`src/rtl/core/gdad_pkg.sv`:
```
// ----------------------------------------------------------------------------
// gdad_pkg
// widths, result bundle and calendar helpers for the date add unit
// ----------------------------------------------------------------------------
`timescale 1ns / 1ps
`default_nettype none

package gdad_pkg;

    localparam int YEAR_W  = 14;
    localparam int MONTH_W = 4;
    localparam int DAY_W   = 5;
    localparam int COUNT_W = 15;
    localparam int DOY_W   = 9;
    localparam int ALU_W   = 16;

    localparam logic [MONTH_W-1:0] MONTH_FIRST = 4'd1;
    localparam logic [MONTH_W-1:0] MONTH_LAST  = 4'd12;
    localparam logic [8:0]         CYCLE_400   = 9'd400;

    // one finished date
    typedef struct packed {
        logic [YEAR_W-1:0]  year;
        logic [MONTH_W-1:0] month;
        logic [DAY_W-1:0]   day;
        logic               invalid;
    } gdad_result_t;

    // flags from the shared adder
    typedef struct packed {
        logic neg;
        logic zero;
    } gdad_alu_flags_t;

    // leap test from the year modulo 400
    function automatic logic is_leap(input logic [8:0] r400);
        logic by4;
        logic by100;
        by4   = (r400[1:0] == 2'd0);
        by100 = (r400 == 9'd0) || (r400 == 9'd100) || (r400 == 9'd200) || (r400 == 9'd300);
        return (r400 == 9'd0) || (by4 && !by100);
    endfunction

    // month length, zero for a month code outside 1..12
    function automatic logic [DAY_W-1:0] month_len(input logic leap,
                                                    input logic [MONTH_W-1:0] m);
        logic [DAY_W-1:0] len;
        case (m)
            4'd1:    len = 5'd31;
            4'd2:    len = leap ? 5'd29 : 5'd28;
            4'd3:    len = 5'd31;
            4'd4:    len = 5'd30;
            4'd5:    len = 5'd31;
            4'd6:    len = 5'd30;
            4'd7:    len = 5'd31;
            4'd8:    len = 5'd31;
            4'd9:    len = 5'd30;
            4'd10:   len = 5'd31;
            4'd11:   len = 5'd30;
            4'd12:   len = 5'd31;
            default: len = 5'd0;
        endcase
        return len;
    endfunction

endpackage

`default_nettype wire

```
`src/rtl/core/gdad_req_if.sv`:
```
// ----------------------------------------------------------------------------
// gdad_req_if
// start date and day count channel, valid/ready handshake
// ----------------------------------------------------------------------------
`timescale 1ns / 1ps
`default_nettype none

interface gdad_req_if;
    import gdad_pkg::*;

    logic               valid;
    logic               ready;
    logic [YEAR_W-1:0]  start_year;
    logic [MONTH_W-1:0] start_month;
    logic [DAY_W-1:0]   start_day;
    logic [COUNT_W-1:0] days_to_add;

    modport source (output valid, output start_year, output start_month,
                    output start_day, output days_to_add, input ready);
    modport sink   (input valid, input start_year, input start_month,
                    input start_day, input days_to_add, output ready);
endinterface

`default_nettype wire

```
`src/rtl/core/gdad_rsp_if.sv`:
```
// ----------------------------------------------------------------------------
// gdad_rsp_if
// result date channel, valid/ready handshake
// ----------------------------------------------------------------------------
`timescale 1ns / 1ps
`default_nettype none

interface gdad_rsp_if;
    import gdad_pkg::*;

    logic               valid;
    logic               ready;
    logic [YEAR_W-1:0]  result_year;
    logic [MONTH_W-1:0] result_month;
    logic [DAY_W-1:0]   result_day;
    logic               start_invalid;

    modport source (output valid, output result_year, output result_month,
                    output result_day, output start_invalid, input ready);
    modport sink   (input valid, input result_year, input result_month,
                    input result_day, input start_invalid, output ready);
endinterface

`default_nettype wire

```
`src/rtl/core/gdad_alu.sv`:
```
// ----------------------------------------------------------------------------
// gdad_alu
// shared add-subtract unit: a + b - c with sign and zero flags
// ----------------------------------------------------------------------------
`timescale 1ns / 1ps
`default_nettype none

module gdad_alu (
    input  wire logic [gdad_pkg::ALU_W-1:0] a,
    input  wire logic [gdad_pkg::ALU_W-1:0] b,
    input  wire logic [gdad_pkg::ALU_W-1:0] c,
    output logic [gdad_pkg::ALU_W:0]        res,
    output gdad_pkg::gdad_alu_flags_t       flags
);
    import gdad_pkg::*;

    // operands stay below 2^15, so the top bit is a true sign
    assign res        = {1'b0, a} + {1'b0, b} - {1'b0, c};
    assign flags.neg  = res[ALU_W];
    assign flags.zero = (res == '0);

endmodule

`default_nettype wire

```
`src/rtl/core/gdad_seq.sv`:
```
// ----------------------------------------------------------------------------
// gdad_seq
// sequencer and working registers; drives the shared adder step by step
// ----------------------------------------------------------------------------
`timescale 1ns / 1ps
`default_nettype none

module gdad_seq (
    input  wire logic             clk,
    input  wire logic             rst_n,
    gdad_req_if.sink              req,
    output logic                  res_valid,
    input  wire logic             res_ready,
    output gdad_pkg::gdad_result_t res
);
    import gdad_pkg::*;

    typedef enum logic [7:0] {
        S_IDLE  = 8'b0000_0001,
        S_MOD   = 8'b0000_0010,
        S_CHK   = 8'b0000_0100,
        S_WALK  = 8'b0000_1000,
        S_YEAR  = 8'b0001_0000,
        S_FIN   = 8'b0010_0000,
        S_SPLIT = 8'b0100_0000,
        S_DONE  = 8'b1000_0000
    } state_t;

    state_t             state_reg, state_next;
    logic [YEAR_W-1:0]  year_reg, year_next;
    logic [MONTH_W-1:0] month_reg, month_next;
    logic [DAY_W-1:0]   day_reg, day_next;
    logic [COUNT_W-1:0] count_reg, count_next;
    logic [YEAR_W-1:0]  rem_reg, rem_next;
    logic [DOY_W-1:0]   doy_reg, doy_next;
    logic [MONTH_W-1:0] m_reg, m_next;
    logic [2:0]         step_reg, step_next;
    logic               invalid_reg, invalid_next;
    logic [MONTH_W-1:0] res_month_reg, res_month_next;
    logic [DAY_W-1:0]   res_day_reg, res_day_next;

    logic [ALU_W-1:0]   alu_a, alu_b, alu_c;
    logic [ALU_W:0]     alu_res;
    gdad_alu_flags_t    alu_flags;

    logic               leap;
    logic [DOY_W-1:0]   year_len;
    logic [DAY_W-1:0]   walk_len;
    logic [DAY_W-1:0]   start_len;
    logic               start_ok;

    gdad_alu u_alu (
        .a     (alu_a),
        .b     (alu_b),
        .c     (alu_c),
        .res   (alu_res),
        .flags (alu_flags)
    );

    // calendar facts for the current year
    assign leap      = is_leap(rem_reg[8:0]);
    assign year_len  = leap ? 9'd366 : 9'd365;
    assign walk_len  = month_len(leap, m_reg);
    assign start_len = month_len(leap, month_reg);
    assign start_ok  = (start_len != 5'd0) && (day_reg != 5'd0) && (day_reg <= start_len);

    // operand select for the shared adder
    always_comb
    begin
        alu_a = '0;
        alu_b = '0;
        alu_c = '0;
        case (state_reg)
            S_MOD:
            begin
                alu_a = ALU_W'(rem_reg);
                alu_c = ALU_W'(CYCLE_400) << step_reg;
            end
            S_WALK:
            begin
                alu_a = ALU_W'(doy_reg);
                alu_b = ALU_W'(walk_len);
            end
            S_YEAR:
            begin
                alu_a = ALU_W'(count_reg);
                alu_b = ALU_W'(doy_reg);
                alu_c = ALU_W'(year_len);
            end
            S_FIN:
            begin
                alu_a = ALU_W'(doy_reg);
                alu_b = ALU_W'(count_reg);
            end
            S_SPLIT:
            begin
                alu_a = ALU_W'(doy_reg);
                alu_c = ALU_W'(walk_len);
            end
            default:
            begin
                alu_a = '0;
            end
        endcase
    end

    // sequencer
    always_comb
    begin
        state_next     = state_reg;
        year_next      = year_reg;
        month_next     = month_reg;
        day_next       = day_reg;
        count_next     = count_reg;
        rem_next       = rem_reg;
        doy_next       = doy_reg;
        m_next         = m_reg;
        step_next      = step_reg;
        invalid_next   = invalid_reg;
        res_month_next = res_month_reg;
        res_day_next   = res_day_reg;
        case (state_reg)
            S_IDLE:
            begin
                if (req.valid)
                begin
                    year_next  = req.start_year;
                    month_next = req.start_month;
                    day_next   = req.start_day;
                    count_next = req.days_to_add;
                    rem_next   = req.start_year;
                    step_next  = 3'd5;
                    state_next = S_MOD;
                end
            end
            // restoring reduction of the year modulo 400
            S_MOD:
            begin
                if (!alu_flags.neg)
                begin
                    rem_next = alu_res[YEAR_W-1:0];
                end
                step_next = step_reg - 3'd1;
                if (step_reg == 3'd0)
                begin
                    state_next = S_CHK;
                end
            end
            // validate the start date
            S_CHK:
            begin
                invalid_next = !start_ok;
                doy_next     = start_ok ? DOY_W'(day_reg) : '0;
                m_next       = MONTH_FIRST;
                state_next   = start_ok ? S_WALK : S_YEAR;
            end
            // add lengths of the months before the start month
            S_WALK:
            begin
                if (m_reg == month_reg)
                begin
                    state_next = S_YEAR;
                end
                else
                begin
                    doy_next = alu_res[DOY_W-1:0];
                    m_next   = m_reg + 4'd1;
                end
            end
            // step whole years while the count exceeds the days left
            S_YEAR:
            begin
                if (!alu_flags.neg && !alu_flags.zero)
                begin
                    count_next = alu_res[COUNT_W-1:0];
                    year_next  = year_reg + 14'd1;
                    rem_next   = (rem_reg == YEAR_W'(399)) ? '0 : rem_reg + 14'd1;
                    doy_next   = '0;
                end
                else
                begin
                    state_next = S_FIN;
                end
            end
            // final day of year
            S_FIN:
            begin
                doy_next   = alu_res[DOY_W-1:0];
                m_next     = MONTH_FIRST;
                state_next = S_SPLIT;
            end
            // split the day of year into month and day
            S_SPLIT:
            begin
                if (!alu_flags.neg && !alu_flags.zero && (m_reg != MONTH_LAST))
                begin
                    doy_next = alu_res[DOY_W-1:0];
                    m_next   = m_reg + 4'd1;
                end
                else
                begin
                    res_month_next = m_reg;
                    res_day_next   = doy_reg[DAY_W-1:0];
                    state_next     = S_DONE;
                end
            end
            S_DONE:
            begin
                if (res_ready)
                begin
                    state_next = S_IDLE;
                end
            end
            default:
            begin
                state_next = S_IDLE;
            end
        endcase
    end

    always_ff @(posedge clk or negedge rst_n)
    begin
        if (!rst_n)
        begin
            state_reg <= S_IDLE;
        end
        else
        begin
            state_reg <= state_next;
        end
    end

    // working registers, no reset needed
    always_ff @(posedge clk)
    begin
        year_reg      <= year_next;
        month_reg     <= month_next;
        day_reg       <= day_next;
        count_reg     <= count_next;
        rem_reg       <= rem_next;
        doy_reg       <= doy_next;
        m_reg         <= m_next;
        step_reg      <= step_next;
        invalid_reg   <= invalid_next;
        res_month_reg <= res_month_next;
        res_day_reg   <= res_day_next;
    end

    assign req.ready   = (state_reg == S_IDLE);
    assign res_valid   = (state_reg == S_DONE);
    assign res.year    = year_reg;
    assign res.month   = res_month_reg;
    assign res.day     = res_day_reg;
    assign res.invalid = invalid_reg;

endmodule

`default_nettype wire

```
`src/rtl/core/gregorian_date_add_days_unit.sv`:
```
// ----------------------------------------------------------------------------
// gregorian_date_add_days_unit
// adds a day count to a Gregorian date, one beat at a time
// ----------------------------------------------------------------------------
// The sequencer first reduces the year modulo 400 by restoring subtraction
// and then checks the start date. The month walk adds the length of each
// month before the start month; an invalid start skips it. Year stepping
// moves on one whole year at a time while the count exceeds the days left
// in the year. The final day of year is then formed and split into month
// and day, one month at a time, and the result is handed to the output
// register. The reduction, month walk, year stepping, final day of year and
// split all go through the single shared add-subtract unit. Input ready is
// high only while the sequencer is idle; a finished result moves into the
// output register so a new request can start while the last result waits.
`timescale 1ns / 1ps
`default_nettype none

module gregorian_date_add_days_unit (
    input  wire logic clk,
    input  wire logic rst_n,
    gdad_req_if.sink  req,
    gdad_rsp_if.source rsp
);
    import gdad_pkg::*;

    logic         seq_valid;
    logic         seq_ready;
    gdad_result_t seq_res;

    logic         out_valid_reg, out_valid_next;
    gdad_result_t out_data_reg, out_data_next;

    gdad_seq u_seq (
        .clk       (clk),
        .rst_n     (rst_n),
        .req       (req),
        .res_valid (seq_valid),
        .res_ready (seq_ready),
        .res       (seq_res)
    );

    // output register: load when empty or being drained
    assign seq_ready = !out_valid_reg || rsp.ready;

    always_comb
    begin
        out_valid_next = out_valid_reg;
        out_data_next  = out_data_reg;
        if (seq_ready)
        begin
            out_valid_next = seq_valid;
            if (seq_valid)
            begin
                out_data_next = seq_res;
            end
        end
    end

    always_ff @(posedge clk or negedge rst_n)
    begin
        if (!rst_n)
        begin
            out_valid_reg <= 1'b0;
        end
        else
        begin
            out_valid_reg <= out_valid_next;
        end
    end

    always_ff @(posedge clk)
    begin
        out_data_reg <= out_data_next;
    end

    assign rsp.valid         = out_valid_reg;
    assign rsp.result_year   = out_data_reg.year;
    assign rsp.result_month  = out_data_reg.month;
    assign rsp.result_day    = out_data_reg.day;
    assign rsp.start_invalid = out_data_reg.invalid;

endmodule

`default_nettype wire

```
`src/flat_wrapper.sv`:
```
// flat-port wrapper written by rule: the top's interface ports become plain ports
module gregorian_date_add_days_unit_flat import gdad_pkg::*;
  (clk, rst_n, req_valid, req_start_year, req_start_month, req_start_day, req_days_to_add, req_ready, rsp_valid, rsp_result_year, rsp_result_month, rsp_result_day, rsp_start_invalid, rsp_ready);
  gdad_req_if req_i ();
  gdad_rsp_if rsp_i ();
  input  wire logic clk;
  input  wire logic rst_n;
  input wire logic [$bits(req_i.valid)-1:0] req_valid;
  input wire logic [$bits(req_i.start_year)-1:0] req_start_year;
  input wire logic [$bits(req_i.start_month)-1:0] req_start_month;
  input wire logic [$bits(req_i.start_day)-1:0] req_start_day;
  input wire logic [$bits(req_i.days_to_add)-1:0] req_days_to_add;
  output wire logic [$bits(req_i.ready)-1:0] req_ready;
  output wire logic [$bits(rsp_i.valid)-1:0] rsp_valid;
  output wire logic [$bits(rsp_i.result_year)-1:0] rsp_result_year;
  output wire logic [$bits(rsp_i.result_month)-1:0] rsp_result_month;
  output wire logic [$bits(rsp_i.result_day)-1:0] rsp_result_day;
  output wire logic [$bits(rsp_i.start_invalid)-1:0] rsp_start_invalid;
  input wire logic [$bits(rsp_i.ready)-1:0] rsp_ready;
  assign req_i.valid = req_valid;
  assign req_i.start_year = req_start_year;
  assign req_i.start_month = req_start_month;
  assign req_i.start_day = req_start_day;
  assign req_i.days_to_add = req_days_to_add;
  assign req_ready = req_i.ready;
  assign rsp_valid = rsp_i.valid;
  assign rsp_result_year = rsp_i.result_year;
  assign rsp_result_month = rsp_i.result_month;
  assign rsp_result_day = rsp_i.result_day;
  assign rsp_start_invalid = rsp_i.start_invalid;
  assign rsp_i.ready = rsp_ready;
  gregorian_date_add_days_unit u_core (.clk(clk), .rst_n(rst_n), .req(req_i), .rsp(rsp_i));
endmodule
```
`config.mk`:
```
export PLATFORM = sky130hd
export DESIGN_NAME = gregorian_date_add_days_unit_flat
export DESIGN_NICKNAME = d
export VERILOG_FILES = /design/src/rtl/core/gdad_pkg.sv /design/src/rtl/core/gdad_req_if.sv /design/src/rtl/core/gdad_rsp_if.sv /design/src/rtl/core/gdad_alu.sv /design/src/rtl/core/gdad_seq.sv /design/src/rtl/core/gregorian_date_add_days_unit.sv /design/src/flat_wrapper.sv
export SDC_FILE = /design/constraint.sdc
export NUM_CORES = 1
export LEC_CHECK = 0
export BUFFER_PORTS_ARGS = -buffer_cell sky130_fd_sc_hd__buf_2
export CORE_UTILIZATION = 55
export CTS_CLUSTER_SIZE = 20
export DETAILED_ROUTE_END_ITERATION = 8
export GPL_ROUTABILITY_DRIVEN = 0
export PLACE_DENSITY = 0.78
export SYNTH_ARGS = -nofsm -noshare
export SYNTH_HDL_FRONTEND = slang
export SYNTH_HIERARCHICAL = 1
export SYNTH_SLANG_ARGS = --single-unit
```
`constraint.sdc`:
```
create_clock -name clk -period 6.7 [get_ports clk]
set_clock_uncertainty 0.1 [all_clocks]
set_input_delay 1.34 -clock clk [delete_from_list [all_inputs] [get_ports clk]]
set_output_delay 1.34 -clock clk [all_outputs]
set_load 0.03 [all_outputs]
```
=== Yosys cells after proc, flatten, opt, wreduce, memory -nomap -nowiden ===
Index checks and enable logic that the tools add are counted.

* Bits in registers: 111
* Latch bits: 0
* Bits in writable memories: 0
* ROM bits: 0
* Bits of input ports: 42
* Output and inout port bits: 26
* Logic and storage cells: 150
* Memories: 0

* Add/sub/neg operators: 6
* Multipliers: 0
* Divide/modulo/power cells: 0
* $lt $le $gt $ge: 1
* Equality and inequality tests: 48
* Shift-type cells: 1
* Multiplexer cells: 35
* Bitwise gates (word level): 1
* Reductions and logical operators: 41

{| class="wikitable"
|+ Operators with widths
! operator !! number
|-
| $pmux 15 s3 || 2
|-
| $mux 14 || 5
|-
| $pmux 8 s8 || 1
|-
| $mux 8 || 6
|-
| $pmux 16 s3 || 1
|-
| $pmux 9 s5 || 1
|-
| $pmux 14 s3 || 1
|-
| $eq 4x4->1 const B || 10
|-
| $eq 4x3->1 const B || 8
|-
| $mux 15 || 2
|-
| $pmux 15 s2 || 1
|-
| $pmux 5 s3 || 2
|-
| $add 14x1->14 const B || 2
|-
| $pmux 14 s2 || 1
|-
| $mux 9 || 3
|-
| $ne 2x2->1 const B || 10
|-
| $logic_not 17->1 || 1
|-
| $sub 17x16->17 || 1
|-
| $add 15x15->16 || 1
|-
| $eq 4x2->1 const B || 4
|-
| $shl 9x3->16 const A || 1
|-
| $reduce_bool 5->1 || 3
|-
| $eq 14x9->1 const B || 1
|-
| $reduce_or 7->1 || 2
|-
| other kinds (40) || 63
|}

=== Depth between registers and ports, before layout ===
* Word-level depth: 18
* Gate-level depth with buffers: 25
* Gate-level depth less buffers: 24

=== Modules after synthesis ===
Netlist, hierarchy kept.

{| class="wikitable"
|+ Modules (own cells, without submodules)
! module !! times used !! cells an instance !! area each (um^2) !! seq. area each (um^2)
|-
| gdad_seq || 1 || 499 || 5,038.6 || 2,543.7
|-
| gdad_alu || 1 || 202 || 1,481.4 || 0.0
|-
| gregorian_date_add_days_unit || 1 || 28 || 774.5 || 745.7
|}

=== Worst setup path after synthesis ===
OpenSTA, ideal clock, no wires.

* Path type: reg2reg
* Start point: reg u_core.u_seq.state_reg[5]
* End point: reg u_core.u_seq.count_reg[0] (enable)
* Library setup time: 0.459 ns
* Arrival time: 6.627 ns
* Data required time: 6.141 ns
* Slack: -0.486 ns
* Cell stages (with the launch flop): 21
* Path buffers: 1
* Clock period less this slack: 7.186 ns
* Path through: dfrtp_1 nor4_4 nand2_1 nor3b_4 buf_2 a222oi_1 inv_1 inv_1 fa_1 inv_1 ha_1 a211o_1 a211o_1 a211o_1 a2111oi_2 a211o_2 nor3_1 and3_1 nor2_1 nor2_1 a211oi_1

{| class="wikitable"
|+ RTL lines
! item !! RTL line !! RTL
|-
| from (decl) || gdad_seq.sv:29 || <nowiki>state_t state_reg, state_next;</nowiki>
|-
| from (signal assigned) || gdad_seq.sv:229 || <nowiki>state_reg <= state_next;</nowiki>
|-
| to (signal assigned) || gdad_seq.sv:239 || <nowiki>count_reg <= count_next;</nowiki>
|-
| to (decl) || gdad_seq.sv:33 || <nowiki>logic [COUNT_W-1:0] count_reg, count_next;</nowiki>
|}

==> results.md <==
* Status: finished, final reports clean
* Switch share at 0.463
* Max reg flops at 15
* Cell mode on critical path: inv_1
* Worst path slowest cell: or4_1
* Initial antenna violation count at 0
* Maxcap violations at 0
* Total CTS buffers at 9
* Clk sinks at 111
* Final setup vio count at 0
* Pleak at 3.41 nW
* Residual DRC at 0
* CTS resizes at 0
* Layout area overhead at 11.6%
* Met3 Use GR at 0.0453
* CP delay by family, top: simple AND/OR/NAND/NOR gates
* Reg2Reg Setup Slack at approximately 0.27 ns
* Via count at 5917
* # rows at 41
* Grt ovf at 0
* Layout cells sized above 1 at 0.142
* Fmax at 0.156 GHz
* Max rail drop VDD at 216 uV
* Fin crit period at around 6.4 ns
* Reg2Reg Depth at 22
* Antenna cells at 0
* Die X at 117 microns
* Worst setup path endpoint: u_core/u_seq/state_reg[4]
* Total GRT Usage at 0.277
* Drt total wl at 18000 microns
* Global-route wire length before repair at roughly 28000 microns
* CP Class: reg -> reg
* Hold Violations, Final at 0
* Setup TNS at 0 ns
* Critical Path RT at 6.87 ns
* Fin. max-slew vios at 0
* Nets at around 880
* GRT busiest layer: met2
* RR Endpoint: u_core/u_seq/state_reg[4]
* CP Depth at 22
* Post-CTS Setup Inserts at 0
* Rel. slew slack at 0.397
* DIE HEIGHT at 117 microns
* Placeable core area at 12800 sq um
* Grt met2 use at 0.441
* Setup crit end kind: register
* Internal power at 1.92 mW
* Startpoint types: register
* Crit path max fanout at 13
* NetSw at approximately 1.7 mW
* Critical Path AT at approximately 6.6 ns
* Largest stage delay on the critical path at 0.57 ns
* Combinational share of power at 0.530
* Die area at about 14000 sq um
* Synthesized area per cell at around 10 sq um
* Initial DRC Count at between 700 and 800
* Reg-to-Reg Start: u_core/u_seq/state_reg[5]
* Sequential Power Share at 0.318
* Detail Placement HPWL at 13300 microns
* Clk_lat worst skew at 0.36 ns
* Vias per std cell at 6.12
* Clk root buf: clkbuf_16
* Port Buffer Count at 67
* CP bufs+invs at 3
* CTS Hold Bufs at 0
* Power density over cell area at ~440 nW/um^2
* Largest net degree at the start of global routing at 45
* CTS tree: built
* Clock transition at the registers of the reported paths at 0.08 ns
* Mapped Cells at 728
* ANT nets after route at 0
* H-tree levels at 3
* Clk pwr share at 0.152
* Starting density of the core at 0.570
* Longest Clk Path Bufs at 2
* I/O Pins at 68
* Vias in the first global route at between 5000 and 6000
* RSZ-0062 raised after global routing: no
* Crit-path cells: nor4_4, nand4b_1, nand2_1, or2_1, a222oi_1, inv_1, inv_1, fa_1, inv_1, fa_1, a21o_1, a21oi_2, xnor2_1, or4_1, or4_1, nor4_2, and3_1, nor2_1, nand3_1, nor2_1, or4_4, o31ai_2
* Critical path launch point: u_core/u_seq/state_reg[5]
* Worst Tran Pin Value at 0.895 ns
* GR Layer Usage met1 at 0.374
* Period utilisation layout at 0.960
* Router iterations before antenna repair at 6
* Wire per inst at 18.6 microns
* Post-layout util at 0.636
* Post-synthesis cell area at between 7000 and 8000 sq um
* HP Class: reg -> reg
* Synth warnings at 6
## power groups by stage
stage | sequential [mW] | clock [mW] | combinational (mW)
finish | 1.13 | 0.542 | 1.89
global route | 1.15 | 0.578 | 2.03
detailed placement | 1.14 | 0 | 1.81
global placement | 1.13 | 0 | 1.75
CTS | 1.13 | 0.548 | 1.83
floorplan | 1.06 | 0 | 1.35
## cell type report
class                           count  area [sq um]
Inverter                           87           327
Timing Repair Buffer               78           430
Sequential cell                   111          3290
Fill cell                        1014          4640
Multi-Input combinational cell    503          3570
Clock buffer                        9           225
Clock inverter                      7          76.3
Tap cell                          172           215
## layout by cell type, fill, tap and decap left out, types with 8 or more instances in the layout
cell and count:
a211oi_1 8, edfxtp_1 102, buf_2 67, xor2_1 20
ha_1 34, clkbuf_16 9, o21ai_0 29, o221ai_1 8
buf_4 10, a22o_1 14, nand2_1 103, dfrtp_1 8
xnor2_1 19, and3_1 20, and2_1 13, nand3_1 20
inv_1 87, nand2b_1 8, a222oi_1 9, fa_1 16
a21oi_1 20, nor2_1 39
## metrics by stage
step / power [mW] / area (sq um) / cells / setup slack, ns / hold slack, ns
2_1_floorplan: 2.41 / 7300 / 729 / 0.511 / 0.300
3_3_place_gp: 2.88 / 7830 / 951 / 0.659 / 0.304
3_5_place_dp: 2.95 / 7830 / 951 / 0.466 / 0.305
4_1_cts: 3.50 / 8130 / 967 / 0.428 / 0.323
5_1_grt: 3.76 / 8130 / 967 / 0.0939 / 0.332
6_report: 3.57 / 8130 / 967 / 0.270 / 0.323
## how the worst min path moves through the flow
| stage | endpoint | depth (start not counted) | from |
|---|---|---|---|
| floorplan | u_core/rsp.result_day[0] | 0 | u_core/u_seq/res_day_reg[0] |
| finish | u_core/rsp.result_month[0] | 0 | u_core/u_seq/res_month_reg[0] |
| global route | u_core/rsp.result_month[1] | 0 | u_core/u_seq/res_month_reg[1] |
| CTS | u_core/rsp.result_month[2] | 0 | u_core/u_seq/res_month_reg[2] |
| detailed placement | u_core/rsp.result_day[3] | 0 | u_core/u_seq/res_day_reg[3] |
| global placement | u_core/rsp.result_day[4] | 0 | u_core/u_seq/res_day_reg[4] |
## layer usage
layer	share of wire	vias to the layer above	wire, microns
met4	0.030	0	544
li1	-	2731	-
met3	0.092	42	1650
met1	0.42	2796	7570
met5	0	-	0
met2	0.46	348	8260
(Power assumes the default switching activity.)
